## src/design/pcpd_pkg.sv

```systemverilog
// Shared types and constants for the phase-code pulse decoder.
// No dependencies; imported by every other design file.
package pcpd_pkg;

  localparam int MAX_BAUD_DEF = 16;
  localparam int SAMPLE_W     = 16;
  localparam int CFG_DATA_W   = 16;
  localparam int CFG_IDX_W    = 1;
  localparam int CODE_LEN_W   = 5;
  localparam int SIGNS_W      = 16;

  localparam logic [CFG_IDX_W-1:0] CFG_CODE_LENGTH = 1'b0;
  localparam logic [CFG_IDX_W-1:0] CFG_CODE_SIGNS  = 1'b1;

  typedef enum logic [2:0] {
    ST_IDLE,
    ST_ACC,
    ST_LOAD,
    ST_DIV,
    ST_HOLD
  } state_t;

  typedef struct packed {
    logic shift_in;
    logic rot;
    logic div_start;
    logic div_step;
    logic load_out;
  } cmd_t;

  typedef struct packed {
    logic emit;
  } sts_t;

endpackage

```

## src/design/phase_code_pulse_decoder.sv

```systemverilog
// Phase-code pulse decoder, top level: config registers, output register.
// A beat is taken in ST_IDLE; the window rotates through every entry in ST_ACC; the
// divider loads in ST_LOAD, forms one divider bit per cycle in ST_DIV, and ST_HOLD loads out.
// Throughput: one beat per cycle while the fill count stays below the code length; after a
// beat that yields a result, none is taken until it is loaded, later while out_ready holds it.
// Reset (rst_n, synchronous): fill count cleared, code_length 1, code_signs 0.
module phase_code_pulse_decoder import pcpd_pkg::*; #(
  parameter int MAX_BAUD = MAX_BAUD_DEF
) (
  input  logic                       clk,
  input  logic                       rst_n,
  input  logic                       in_valid,
  output logic                       in_ready,
  input  logic signed [SAMPLE_W-1:0] in_main_i,
  input  logic signed [SAMPLE_W-1:0] in_main_q,
  input  logic signed [SAMPLE_W-1:0] in_back_i,
  input  logic signed [SAMPLE_W-1:0] in_back_q,
  input  logic                       in_first_sample,
  output logic                       out_valid,
  input  logic                       out_ready,
  output logic signed [SAMPLE_W-1:0] out_main_i_out,
  output logic signed [SAMPLE_W-1:0] out_main_q_out,
  output logic signed [SAMPLE_W-1:0] out_back_i_out,
  output logic signed [SAMPLE_W-1:0] out_back_q_out,
  input  logic                       cfg_we,
  input  logic [CFG_IDX_W-1:0]       cfg_index,
  input  logic [CFG_DATA_W-1:0]      cfg_wdata
);

  localparam int LEN_W = $clog2(MAX_BAUD + 1);
  localparam int SUM_W = 17 + $clog2(MAX_BAUD);

  logic [CODE_LEN_W-1:0] code_length_r;
  logic [SIGNS_W-1:0]    code_signs_r;
  logic [LEN_W-1:0]      eff_len;
  logic                  out_valid_r;
  logic                  out_free;
  cmd_t                  cmd;
  sts_t                  sts;
  logic [SAMPLE_W-1:0]   quo_mi, quo_mq, quo_bi, quo_bq;

  always_ff @(posedge clk) begin
    if (!rst_n) begin
      code_length_r <= CODE_LEN_W'(1);
      code_signs_r  <= '0;
    end else if (cfg_we) begin
      unique case (cfg_index)
        CFG_CODE_LENGTH: code_length_r <= cfg_wdata[CODE_LEN_W-1:0];
        CFG_CODE_SIGNS:  code_signs_r  <= cfg_wdata[SIGNS_W-1:0];
        default: ;
      endcase
    end
  end

  // zero length acts as one; clamp to the window depth
  always_comb begin
    if (code_length_r == '0) begin
      eff_len = LEN_W'(1);
    end else if (32'(code_length_r) > 32'(MAX_BAUD)) begin
      eff_len = LEN_W'(MAX_BAUD);
    end else begin
      eff_len = LEN_W'(code_length_r);
    end
  end

  assign out_free = !out_valid_r || out_ready;

  pcpd_ctrl #(.MAX_BAUD(MAX_BAUD), .SUM_W(SUM_W)) u_ctrl (
    .clk      (clk),
    .rst_n    (rst_n),
    .in_valid (in_valid),
    .in_ready (in_ready),
    .out_free (out_free),
    .sts      (sts),
    .cmd      (cmd)
  );

  pcpd_dp #(.MAX_BAUD(MAX_BAUD), .LEN_W(LEN_W), .SUM_W(SUM_W)) u_dp (
    .clk          (clk),
    .rst_n        (rst_n),
    .cmd          (cmd),
    .sts          (sts),
    .eff_len      (eff_len),
    .code_signs   (code_signs_r),
    .main_i       (in_main_i),
    .main_q       (in_main_q),
    .back_i       (in_back_i),
    .back_q       (in_back_q),
    .first_sample (in_first_sample),
    .quo_main_i   (quo_mi),
    .quo_main_q   (quo_mq),
    .quo_back_i   (quo_bi),
    .quo_back_q   (quo_bq)
  );

  always_ff @(posedge clk) begin
    if (!rst_n) begin
      out_valid_r <= 1'b0;
    end else if (cmd.load_out) begin
      out_valid_r <= 1'b1;
    end else if (out_ready) begin
      out_valid_r <= 1'b0;
    end
  end

  always_ff @(posedge clk) begin
    if (cmd.load_out) begin
      out_main_i_out <= quo_mi;
      out_main_q_out <= quo_mq;
      out_back_i_out <= quo_bi;
      out_back_q_out <= quo_bq;
    end
  end

  assign out_valid = out_valid_r;

endmodule

```

## src/design/pcpd_div.sv

```systemverilog
// One lane of the restoring divider: signed dividend by unsigned length,
// truncating toward zero, low 16 bits of the quotient. Uses pcpd_pkg.
module pcpd_div import pcpd_pkg::*; #(
  parameter int SUM_W = 21,
  parameter int LEN_W = 5
) (
  input  logic                    clk,
  input  logic                    start,
  input  logic                    step,
  input  logic signed [SUM_W-1:0] dividend,
  input  logic [LEN_W-1:0]        divisor,
  output logic [SAMPLE_W-1:0]     quotient
);

  logic [SUM_W-1:0] dq_r, dq_nxt;
  logic [LEN_W-1:0] rem_r, rem_nxt;
  logic             neg_r;
  logic [LEN_W:0]   shifted;
  logic [LEN_W:0]   trial;
  logic             ge;
  logic [SUM_W-1:0] dq_neg;

  always_comb begin
    shifted = {rem_r, dq_r[SUM_W-1]};
    ge      = shifted >= {1'b0, divisor};
    trial   = shifted - {1'b0, divisor};
    rem_nxt = ge ? trial[LEN_W-1:0] : shifted[LEN_W-1:0];
    dq_nxt  = {dq_r[SUM_W-2:0], ge};
    dq_neg  = -dq_r;
  end

  always_ff @(posedge clk) begin
    if (start) begin
      neg_r <= dividend[SUM_W-1];
      dq_r  <= dividend[SUM_W-1] ? SUM_W'(-dividend) : SUM_W'(dividend);
      rem_r <= '0;
    end else if (step) begin
      dq_r  <= dq_nxt;
      rem_r <= rem_nxt;
    end
  end

  assign quotient = neg_r ? dq_neg[SAMPLE_W-1:0] : dq_r[SAMPLE_W-1:0];

endmodule

```

## src/design/pcpd_dp.sv

```systemverilog
// Datapath: sample windows, fill count, correlation accumulators and the
// four divider lanes. Uses pcpd_pkg and pcpd_div.
module pcpd_dp import pcpd_pkg::*; #(
  parameter int MAX_BAUD = MAX_BAUD_DEF,
  parameter int LEN_W    = $clog2(MAX_BAUD + 1),
  parameter int SUM_W    = 17 + $clog2(MAX_BAUD)
) (
  input  logic                       clk,
  input  logic                       rst_n,
  input  cmd_t                       cmd,
  output sts_t                       sts,
  input  logic [LEN_W-1:0]           eff_len,
  input  logic [SIGNS_W-1:0]         code_signs,
  input  logic signed [SAMPLE_W-1:0] main_i,
  input  logic signed [SAMPLE_W-1:0] main_q,
  input  logic signed [SAMPLE_W-1:0] back_i,
  input  logic signed [SAMPLE_W-1:0] back_q,
  input  logic                       first_sample,
  output logic [SAMPLE_W-1:0]        quo_main_i,
  output logic [SAMPLE_W-1:0]        quo_main_q,
  output logic [SAMPLE_W-1:0]        quo_back_i,
  output logic [SAMPLE_W-1:0]        quo_back_q
);

  localparam int IDX_W  = (LEN_W > 5) ? LEN_W : 5;
  localparam int WORD_W = 2 * SAMPLE_W;

  logic [WORD_W-1:0] win_m_r [MAX_BAUD];
  logic [WORD_W-1:0] win_b_r [MAX_BAUD];
  logic [LEN_W-1:0]  fill_r, fill_nxt;
  logic [LEN_W-1:0]  tap_r;
  logic signed [SUM_W-1:0] acc_mi_r, acc_mq_r, acc_bi_r, acc_bq_r;
  logic [IDX_W-1:0]  cidx;
  logic              neg_coef;
  logic              tap_live;

  // fill count as it stands once the incoming beat is taken
  always_comb begin
    if (first_sample) begin
      fill_nxt = LEN_W'(1);
    end else if (32'(fill_r) >= 32'(MAX_BAUD)) begin
      fill_nxt = fill_r;
    end else begin
      fill_nxt = fill_r + LEN_W'(1);
    end
    sts.emit = fill_nxt >= eff_len;
  end

  always_ff @(posedge clk) begin
    if (!rst_n) begin
      fill_r <= '0;
    end else if (cmd.shift_in) begin
      fill_r <= fill_nxt;
    end
  end

  // shift in on a beat; rotate toward entry 0 while correlating
  always_ff @(posedge clk) begin
    if (cmd.shift_in) begin
      win_m_r[0] <= {main_q, main_i};
      win_b_r[0] <= {back_q, back_i};
      for (int k = 1; k < MAX_BAUD; k++) begin
        win_m_r[k] <= win_m_r[k-1];
        win_b_r[k] <= win_b_r[k-1];
      end
    end else if (cmd.rot) begin
      for (int k = 0; k < MAX_BAUD - 1; k++) begin
        win_m_r[k] <= win_m_r[k+1];
        win_b_r[k] <= win_b_r[k+1];
      end
      win_m_r[MAX_BAUD-1] <= win_m_r[0];
      win_b_r[MAX_BAUD-1] <= win_b_r[0];
    end
  end

  always_comb begin
    tap_live = tap_r < eff_len;
    cidx     = IDX_W'(eff_len) - IDX_W'(1) - IDX_W'(tap_r);
    neg_coef = (eff_len > LEN_W'(1)) && (32'(cidx) < 32'(SIGNS_W)) &&
               code_signs[cidx[3:0]];
  end

  always_ff @(posedge clk) begin
    if (cmd.shift_in) begin
      tap_r    <= '0;
      acc_mi_r <= '0;
      acc_mq_r <= '0;
      acc_bi_r <= '0;
      acc_bq_r <= '0;
    end else if (cmd.rot && tap_live) begin
      tap_r <= tap_r + LEN_W'(1);
      if (neg_coef) begin
        acc_mi_r <= acc_mi_r - SUM_W'($signed(win_m_r[0][SAMPLE_W-1:0]));
        acc_mq_r <= acc_mq_r - SUM_W'($signed(win_m_r[0][WORD_W-1:SAMPLE_W]));
        acc_bi_r <= acc_bi_r - SUM_W'($signed(win_b_r[0][SAMPLE_W-1:0]));
        acc_bq_r <= acc_bq_r - SUM_W'($signed(win_b_r[0][WORD_W-1:SAMPLE_W]));
      end else begin
        acc_mi_r <= acc_mi_r + SUM_W'($signed(win_m_r[0][SAMPLE_W-1:0]));
        acc_mq_r <= acc_mq_r + SUM_W'($signed(win_m_r[0][WORD_W-1:SAMPLE_W]));
        acc_bi_r <= acc_bi_r + SUM_W'($signed(win_b_r[0][SAMPLE_W-1:0]));
        acc_bq_r <= acc_bq_r + SUM_W'($signed(win_b_r[0][WORD_W-1:SAMPLE_W]));
      end
    end
  end

  pcpd_div #(.SUM_W(SUM_W), .LEN_W(LEN_W)) u_div_mi (
    .clk(clk), .start(cmd.div_start), .step(cmd.div_step),
    .dividend(acc_mi_r), .divisor(eff_len), .quotient(quo_main_i)
  );

  pcpd_div #(.SUM_W(SUM_W), .LEN_W(LEN_W)) u_div_mq (
    .clk(clk), .start(cmd.div_start), .step(cmd.div_step),
    .dividend(acc_mq_r), .divisor(eff_len), .quotient(quo_main_q)
  );

  pcpd_div #(.SUM_W(SUM_W), .LEN_W(LEN_W)) u_div_bi (
    .clk(clk), .start(cmd.div_start), .step(cmd.div_step),
    .dividend(acc_bi_r), .divisor(eff_len), .quotient(quo_back_i)
  );

  pcpd_div #(.SUM_W(SUM_W), .LEN_W(LEN_W)) u_div_bq (
    .clk(clk), .start(cmd.div_start), .step(cmd.div_step),
    .dividend(acc_bq_r), .divisor(eff_len), .quotient(quo_back_q)
  );

endmodule

```

## src/design/pcpd_ctrl.sv

```systemverilog
// Controller: sequences beat intake, window rotation, division and the
// hand-off to the output register. Uses pcpd_pkg.
module pcpd_ctrl import pcpd_pkg::*; #(
  parameter int MAX_BAUD = MAX_BAUD_DEF,
  parameter int SUM_W    = 17 + $clog2(MAX_BAUD)
) (
  input  logic clk,
  input  logic rst_n,
  input  logic in_valid,
  output logic in_ready,
  input  logic out_free,
  input  sts_t sts,
  output cmd_t cmd
);

  localparam int CNT_MAX = (SUM_W > MAX_BAUD) ? SUM_W : MAX_BAUD;
  localparam int CNT_W   = (CNT_MAX > 1) ? $clog2(CNT_MAX) : 1;

  state_t           state_r, state_nxt;
  logic [CNT_W-1:0] cnt_r, cnt_nxt;

  always_comb begin
    state_nxt = state_r;
    cnt_nxt   = cnt_r;
    unique case (state_r)
      ST_IDLE: begin
        cnt_nxt = '0;
        if (in_valid && sts.emit) begin
          state_nxt = ST_ACC;
        end
      end
      ST_ACC: begin
        if (32'(cnt_r) == MAX_BAUD - 1) begin
          state_nxt = ST_LOAD;
          cnt_nxt   = '0;
        end else begin
          cnt_nxt = cnt_r + CNT_W'(1);
        end
      end
      ST_LOAD: begin
        state_nxt = ST_DIV;
      end
      ST_DIV: begin
        if (32'(cnt_r) == SUM_W - 1) begin
          state_nxt = ST_HOLD;
          cnt_nxt   = '0;
        end else begin
          cnt_nxt = cnt_r + CNT_W'(1);
        end
      end
      ST_HOLD: begin
        if (out_free) begin
          state_nxt = ST_IDLE;
        end
      end
      default: begin
        state_nxt = ST_IDLE;
      end
    endcase
  end

  always_comb begin
    cmd      = '0;
    in_ready = 1'b0;
    unique case (state_r)
      ST_IDLE: begin
        in_ready     = 1'b1;
        cmd.shift_in = in_valid;
      end
      ST_ACC:  cmd.rot       = 1'b1;
      ST_LOAD: cmd.div_start = 1'b1;
      ST_DIV:  cmd.div_step  = 1'b1;
      ST_HOLD: cmd.load_out  = out_free;
      default: cmd = '0;
    endcase
  end

  always_ff @(posedge clk) begin
    if (!rst_n) begin
      state_r <= ST_IDLE;
      cnt_r   <= '0;
    end else begin
      state_r <= state_nxt;
      cnt_r   <= cnt_nxt;
    end
  end

endmodule

```

## config.mk

```make
export PLATFORM = sky130hd
export DESIGN_NAME = phase_code_pulse_decoder
export DESIGN_NICKNAME = d
export VERILOG_FILES = /design/src/design/pcpd_pkg.sv /design/src/design/phase_code_pulse_decoder.sv /design/src/design/pcpd_div.sv /design/src/design/pcpd_dp.sv /design/src/design/pcpd_ctrl.sv
export SDC_FILE = /design/constraint.sdc
export NUM_CORES = 2
export LEC_CHECK = 0
export BUFFER_PORTS_ARGS = -buffer_cell sky130_fd_sc_hd__buf_4
export CAP_MARGIN = 20
export CORE_MARGIN = 1
export CORE_UTILIZATION = 57
export CTS_CLUSTER_DIAMETER = 60
export DETAILED_ROUTE_END_ITERATION = 16
export MAX_ROUTING_LAYER = met4
export PLACE_DENSITY = 0.77
export REMOVE_ABC_BUFFERS = 1
export SLEW_MARGIN = 5
export SYNTH_ARGS = -nofsm -noshare
export SYNTH_HDL_FRONTEND = slang
export SYNTH_SLANG_ARGS = --single-unit
```

## constraint.sdc

```tcl
create_clock -name clk -period 25.9 [get_ports clk]
set_input_delay 2.59 -clock clk [delete_from_list [all_inputs] [get_ports clk]]
set_output_delay 2.59 -clock clk [all_outputs]
set_load 0.005 [all_outputs]
```

; Word level (Yosys, flattened, before mapping)
; Memories as Yosys holds them, arrays and structs flattened.
; Cells that the tools add are included.
[totals]
reg_bits = 296
ram_bits = 1024
input_bits = 87
out_inout_bits = 66
elab_cells = 205
mem_count = 2
[mem_list]
columns = name, words, word_bits, read_ports, rd_clocked_by_memory_dff, wr, line_no
row1 = u_dp.win_b_r, 16, 32, 16, 0, 16, pcpd_dp.sv:29  ; logic [WORD_W-1:0] win_b_r [MAX_BAUD];
row2 = u_dp.win_m_r, 16, 32, 16, 0, 16, pcpd_dp.sv:28  ; logic [WORD_W-1:0] win_m_r [MAX_BAUD];
[classes]
add_sub_neg = 25
n_lt_le_gt_ge = 11
eq_ne = 10
mux = 83
n_bitwise = 33
n_reduce_logical = 14
[op_table]
columns = cell, count
row1 = 32-bit 2-to-1 mux, 32
row2 = 21-bit 2-to-1 mux, 16
row3 = 21-bit by 16-bit adder with 21-bit output, 4
row4 = 21-bit negation, 4
row5 = 21-bit by 16-bit subtractor with 21-bit output, 4
row6 = 16-bit 2-to-1 mux, 4
row7 = 16-bit negation, 4
row8 = 5-bit 2-to-1 mux, 10
row9 = 1-bit OR, 32
row10 = 5-bit subtractor, 5
row11 = 6-bit by 5-bit greater-or-equal comparator with 1-bit output, 4
row12 = 5-bit by 1-bit adder with 5-bit output (second input constant), 3
row13 = 3-bit one-hot mux with 5 select lines, 1
row14 = 5-bit one-hot mux with 3 select lines, 1
row15 = 1-bit 2-to-1 mux, 14
row16 = 3-bit 2-to-1 mux, 4
row17 = 2-bit by 1-bit != test with 1-bit output (second input constant), 4
row18 = 3-bit by 2-bit == test with 1-bit output (second input constant), 2
row19 = 5-bit by 4-bit == test with 1-bit output (second input constant), 1
row20 = 5-bit == test (second input constant), 1
row21 = 5-bit greater-or-equal comparator, 1
row22 = 5-bit greater-or-equal comparator (second input constant), 1
row23 = 5-bit by 1-bit > comparator with 1-bit output (second input constant), 1
row24 = 5-bit > comparator (second input constant), 1
row25 = 17 further kinds, 22

; Depth between registers and ports, before layout
[logic_depth]
word_depth = 9
ltp_mapped = 25
depth_no_buf = 23

; Modules after synthesis
; Synthesis repeated with hierarchy kept, for this count alone.
[hier_totals]
hier_cells = 4628
hier_area_um2 = 63998.9
[by_module_without_submodules]
columns = mod, n_inst, cells_each, area_each_um2, seq_area_each_um2
row1 = pcpd_dp, 1, 3406, 51876.0, 32631.3
row2 = pcpd_div, 4, 248, 2182.1, 760.7
row3 = phase_code_pulse_decoder, 1, 165, 2849.0, 2362.3
row4 = pcpd_ctrl, 1, 65, 545.5, 160.2

; Worst setup path after synthesis
; No wires, ideal clock.
[synth_timing]
path_kind = input -> register
start = input in_valid
end = memory u_dp.win_b_r[0][0] in the netlist's numbering (enable)
setup_ns = 6.998
arrival_time_ns = 19.889
required_time_ns = 18.902
slack_ns = -0.987
path_stages = 4
n_path_buf = 2
cell_sequence = nand2_1 > clkbuf_1 > clkbuf_1 > nand2_1
[synth_rtl]
columns = element, line_no
row1 = start: declaration, phase_code_pulse_decoder.sv:12  ; input logic in_valid,
row2 = end: declaration, pcpd_dp.sv:29

; Worst setup path in the final report
[layout_timing]
start = register code_length_r[1]
end = register u_dp.acc_mq_r[20]
[layout_between]
elab_chain_cells = 9
word_cells_on_any_way = 15
cone_classes = add/sub: 2 / order compare: 4 / mux: 5 / reduce/logical: 4
[layout_rtl]
columns = element, line_no
row1 = start: declaration, phase_code_pulse_decoder.sv:33  ; logic [CODE_LEN_W-1:0] code_length_r;
row2 = start signal: assignment, phase_code_pulse_decoder.sv:48  ; CFG_CODE_LENGTH: code_length_r <= cfg_wdata[CODE_LEN_W-1:0];
row3 = 5-bit > comparator, phase_code_pulse_decoder.sv:59  ; end else if (32'(code_length_r) > 32'(MAX_BAUD)) begin
row4 = 5-bit 2-to-1 mux, phase_code_pulse_decoder.sv:59
row5 = 5-bit 2-to-1 mux (*), phase_code_pulse_decoder.sv:57  ; if (code_length_r == '0) begin
row6 = 5-bit by 1-bit subtractor with 5-bit output, pcpd_dp.sv:78  ; cidx = IDX_W'(eff_len) - IDX_W'(1) - IDX_W'(tap_r);
row7 = 5-bit subtractor, pcpd_dp.sv:78
row8 = 1-bit binary-select mux with 4-bit select or 5-bit < comparator (tied branches), "pcpd_dp.sv:80, pcpd_dp.sv:79"
row9 = 1-bit 2-to-1 mux (not written as such) or 1-bit logical AND (tied branches), "pcpd_dp.sv:80, pcpd_dp.sv:79"
row10 = 1-bit logical AND, pcpd_dp.sv:79  ; neg_coef = (eff_len > LEN_W'(1)) && (32'(cidx) < 32'(SIGNS_W)) &&
row11 = 21-bit 2-to-1 mux, pcpd_dp.sv:92  ; if (neg_coef) begin
row12 = end signal: assignment, pcpd_dp.sv:94  ; acc_mq_r <= acc_mq_r - SUM_W'($signed(win_m_r[0][WORD_W-1:SAMPLE_W]));
row13 = end signal: assignment, pcpd_dp.sv:99  ; acc_mq_r <= acc_mq_r + SUM_W'($signed(win_m_r[0][WORD_W-1:SAMPLE_W]));
row14 = end: declaration, pcpd_dp.sv:32  ; logic signed [SUM_W-1:0] acc_mi_r, acc_mq_r, acc_bi_r, acc_bq_r;
; Every way passes the cells marked *; elsewhere a longest branch is shown, timed or not. The select of a mux whose other input is x is not followed.
; A chain may end at the register's enable or synchronous reset.

==> summary.md <==
| Metric | Value |
|---|---|
| Via-per-instance ratio | about 5.5 |
| Count of instances resized after the clock tree is built | 0 |
| Slowest stage cell on the critical path | sky130_fd_sc_hd__buf_4 |
| Synthesized instance count | 6,544 |
| Number of warning messages in the yosys log | 0 |
| Achievable Freq | 0.141 GHz |
| Final WL | 128,000 um |
| Async S/R FF share, synth | 0% |
| Delay of the slowest cell on the worst path | around 0.6 ns |
| Fraction of synthesized cell area taken by the top area cell type | 56.2% |
| Final min period | 7.11 ns |
| Netlist cell types | between 70 and 80 |
| Critical path required time | 26.50 ns |
| Commonest register cell after synthesis | sky130_fd_sc_hd__edfxtp_1 |
| Total negative slack | 0 ns |
| Number of buffers added on ports | ~150 |
| Ports | 153 |
| Die height | 334 um |
| TritonCTS clock tree | built |
| RSZ-0062 raised after global routing | false |
| Kind of end point of the critical path | flop |
| Number of enable flip-flop cells after synthesis | 1,176 |
| Routed length on met3 | 6410 um |
| Hold Vio Cnt, Final | 0 |
| Uppermost layer routed | met4 |
| Setup skew after layout | 0.0325 ns |
| CTS clock-pin slew for the worst setup and hold paths | ~0.060 ns |
| Peak fanout along the critical path | 40 |
| Least-Margin Pin Slew | roughly 1.2 ns |
| CTS Hold Buffers Added | 0 |
| Global-route total usage across every layer | 23.6% |
| Met2 wire len | roughly 60,000 um |
| Clock latency on the worst-skew pair | between 0.7 and 0.8 ns |
| Worst Path Arrival | 7.72 ns |
| Clk Tree Root Cell | sky130_fd_sc_hd__clkbuf_16 |
| Via count | approximately 45,000 |
| Worst max-slew margin expressed relative to the limit | between 20% and 30% |
| Pre-antenna DRT Iters | 6 |
| Placer's final routability congestion estimate | ~0.9 |
| Antenna Violating Nets Remaining | 0 |
| Number of placement rows | about 120 |
| NumNets Final | about 6,800 |
| Worst Path Class, Setup | reg2reg |
| Average cell area after synthesis | 9.61 sq um |
| Sequential-to-total area share from yosys stat | just over 60% |
| Vias in the first global route | 42,100 |
| Hold Path Class | reg2reg |
| Fraction of layout cells with a size suffix above 1 | around 6.5% |
| Worst-path cell chain | nor3_1 > nor2_1 > nor2_1 > ha_1 > inv_1 > fa_1 > mux4_2 > nand2_1 > mux2_2 > a221oi_4 > buf_4 > buf_4 > mux2i_1 > fa_1 > a21o_1 > a221o_1 > a211o_1 > a21oi_1 > a21oi_1 > a221oi_1 > xor2_1 > o211ai_1 > o31ai_1 |
| WL met1 | 59,600 um |
| H-tree levels | 4 |
| MaxCap Viol Count | 0 |
| Layout filler cell count | 8,691 |
| Final critical-path share of the clock period | around 27% |
| DRC violations left | 0 |
| Die width | ~330 um |
| Total power | 9.92 mW |
| Post-synthesis register bit count | 1,320 |
| Outcome | completed |
| Final setup fails | 0 |
| Setup Fix Bufs, Post-CTS | 0 |
| Static power due to leakage | approximately 30 nW |
| Leading cell type in the layout, fill and taps excluded | sky130_fd_sc_hd__nand2_1 |
| Top post-synthesis cells by area | sky130_fd_sc_hd__edfxtp_1 (56%), sky130_fd_sc_hd__nand2_1 (20%), sky130_fd_sc_hd__dfxtp_1 (4.6%), sky130_fd_sc_hd__ha_1 (2.6%), sky130_fd_sc_hd__xnor2_1 (2.2%) |
| Wirelength per Cell | 15.7 um |
| Area of the die | 0.112 sq mm |
| Critical path launch point type | flop |
| Iteration-0 DRC Markers | 3,878 |
| Slew Limit Fails | 0 |
| Core region area | 0.109 sq mm |
| Initial core utilization | 57.6% |
| Number of antenna violations at the first check in global routing | 3 |
| Post-Syn Area | 0.0629 sq mm |
| Clock net sink count | roughly 1,300 |
| Pwr Density | 143 mW/mm^2 |
| Longest Clk Path Bufs | 3 |
| Most frequent cells in the layout | sky130_fd_sc_hd__nand2_1 (3,336), sky130_fd_sc_hd__edfxtp_1 (1,176), sky130_fd_sc_hd__o21ai_0 (227) |
| Library cell with the largest summed area after synthesis | sky130_fd_sc_hd__edfxtp_1 |
| Max VDD drop | about 180 uV |
| Total CTS buffers | 142 |
| First-pass GRT wire length | 211,000 um |
| Total overflow reported by the global router | 0 |
| Maximum number of pins on one net before global-route repair | between 200 and 250 |
| Layout overhead on the synthesized area | 10.6% |
| Detailed placer's ending HPWL | 78,400 um |
==> routing by layer <==
| metal | GRT usage, % | vias up |
|---|---|---|
| li1 | - | 21900 |
| met1 | 33.5 | 21500 |
| met2 | 36.3 | 1053 |
| met3 | 3.04 | 169 |
| met4 | 5.97 | 0 |
| met5 | - | - |
==> final timing paths <==
path,startpoint,endpoint,slack (ns),depth (start not counted)
worst max-delay path,code_length_r[1],u_dp.acc_mq_r[20],18.79,23
worst min-delay path,u_dp.u_div_mi.rem_r[4],u_dp.u_div_mi.rem_r[4],0.46,2
worst max register to register,code_length_r[1],u_dp.acc_mq_r[20],18.79,23
worst min register to register,u_dp.u_div_mi.rem_r[4],u_dp.u_div_mi.rem_r[4],0.46,2
==> logic make-up after synthesis <==
family | count (synthesis) | share of synthesized area (%)
buffers and inverters | 408 | 2.50
flip-flops | 1320 | 60.8
adder cells (fa/ha/maj) | 141 | 2.91
AO/OA/AOI/OAI | 623 | 6.06
multiplexers | 39 | 0.726
XOR/XNOR | 244 | 3.40
AND/OR/NAND/NOR | 3769 | 23.6
==> per-stage QoR <==
| step | utilization, % | setup WS [ns] | std cells | hold WS (ns) | area, sq um |
|---|---|---|---|---|---|
| after global routing | 63.7 | 18.32 | 8154 | 0.482 | 69500 |
| after global placement | 59.6 | 18.82 | 7889 | 0.435 | 65000 |
| after floorplan | - | -32.28 | 6227 | 0.421 | 61600 |
| final | 63.7 | 18.79 | 8155 | 0.462 | 69500 |
| after detailed placement | 59.6 | 18.73 | 7889 | 0.445 | 65000 |
| after CTS | 63.6 | 18.77 | 8149 | 0.460 | 69400 |
==> state kept, by name, summed over array words and instances (netlist names), 16 cells and up <==
signal and cells:
u_dp.win_m_r 512, u_dp.u_div_mi.dq_r 21, out_main_q_out 16, u_dp.acc_bq_r 21, out_main_i_out 16, u_dp.win_b_r 512
u_dp.acc_mi_r 21, u_dp.u_div_mq.dq_r 21, out_back_q_out 16, u_dp.u_div_bi.dq_r 21, u_dp.u_div_bq.dq_r 21, code_signs_r 16
out_back_i_out 16, u_dp.acc_mq_r 21, u_dp.acc_bi_r 21
==> power breakdown <==
group	leakage [nW]	internal [mW]	switching, mW
clock network	2.14	1.07	0.853
registers	12.7	3.94	0.656
logic	14.7	1.17	2.23
==> cells in the mapped netlist, types with 9 or more instances <==
master and n:
sky130_fd_sc_hd__a211oi_1 20, sky130_fd_sc_hd__a21boi_0 27, sky130_fd_sc_hd__a21o_1 36, sky130_fd_sc_hd__a21oi_1 155
sky130_fd_sc_hd__a31oi_1 18, sky130_fd_sc_hd__and2_1 10, sky130_fd_sc_hd__and3_1 16, sky130_fd_sc_hd__buf_1 14
sky130_fd_sc_hd__clkbuf_1 292, sky130_fd_sc_hd__dfxtp_1 144, sky130_fd_sc_hd__edfxtp_1 1176, sky130_fd_sc_hd__fa_1 9
sky130_fd_sc_hd__ha_1 132, sky130_fd_sc_hd__inv_1 89, sky130_fd_sc_hd__mux2i_1 31, sky130_fd_sc_hd__nand2_1 3339
sky130_fd_sc_hd__nand2b_1 43, sky130_fd_sc_hd__nand3_1 37, sky130_fd_sc_hd__nor2_1 138, sky130_fd_sc_hd__nor2b_1 29
sky130_fd_sc_hd__nor3_1 60, sky130_fd_sc_hd__o21a_1 16, sky130_fd_sc_hd__o21ai_0 227, sky130_fd_sc_hd__o31ai_1 46
sky130_fd_sc_hd__o41ai_1 18, sky130_fd_sc_hd__or3_1 35, sky130_fd_sc_hd__or4_1 13, sky130_fd_sc_hd__xnor2_1 156
sky130_fd_sc_hd__xor2_1 88
==> worst max-delay path: cells and delay by family, from the launching register on <==
family	cells	cell delay, ns
DFF	1	0.32
buffers and inverters	3	1.14
and+or+nand+nor	4	0.96
muxes	3	0.90
xor gates and xnor gates	1	0.14
adders and majority gates	3	1.29
AOI/OAI and AO/OA	9	2.17
==> cell type report <==
cell class                      instances  area (sq um)  share of cell area [%]
Inverter                               91           344                   0.495
Clock buffer                          184          3820                    5.49
Clock inverter                         76           547                   0.787
Tap cell                             1476          1850                    2.66
Timing Repair Buffer                  191          1590                    2.29
Multi-Input combinational cell       4816         23200                    33.3
Antenna cell                            1          2.50                 0.00360
Sequential cell                      1320         38200                    55.0
(Power assumes the default switching activity.)
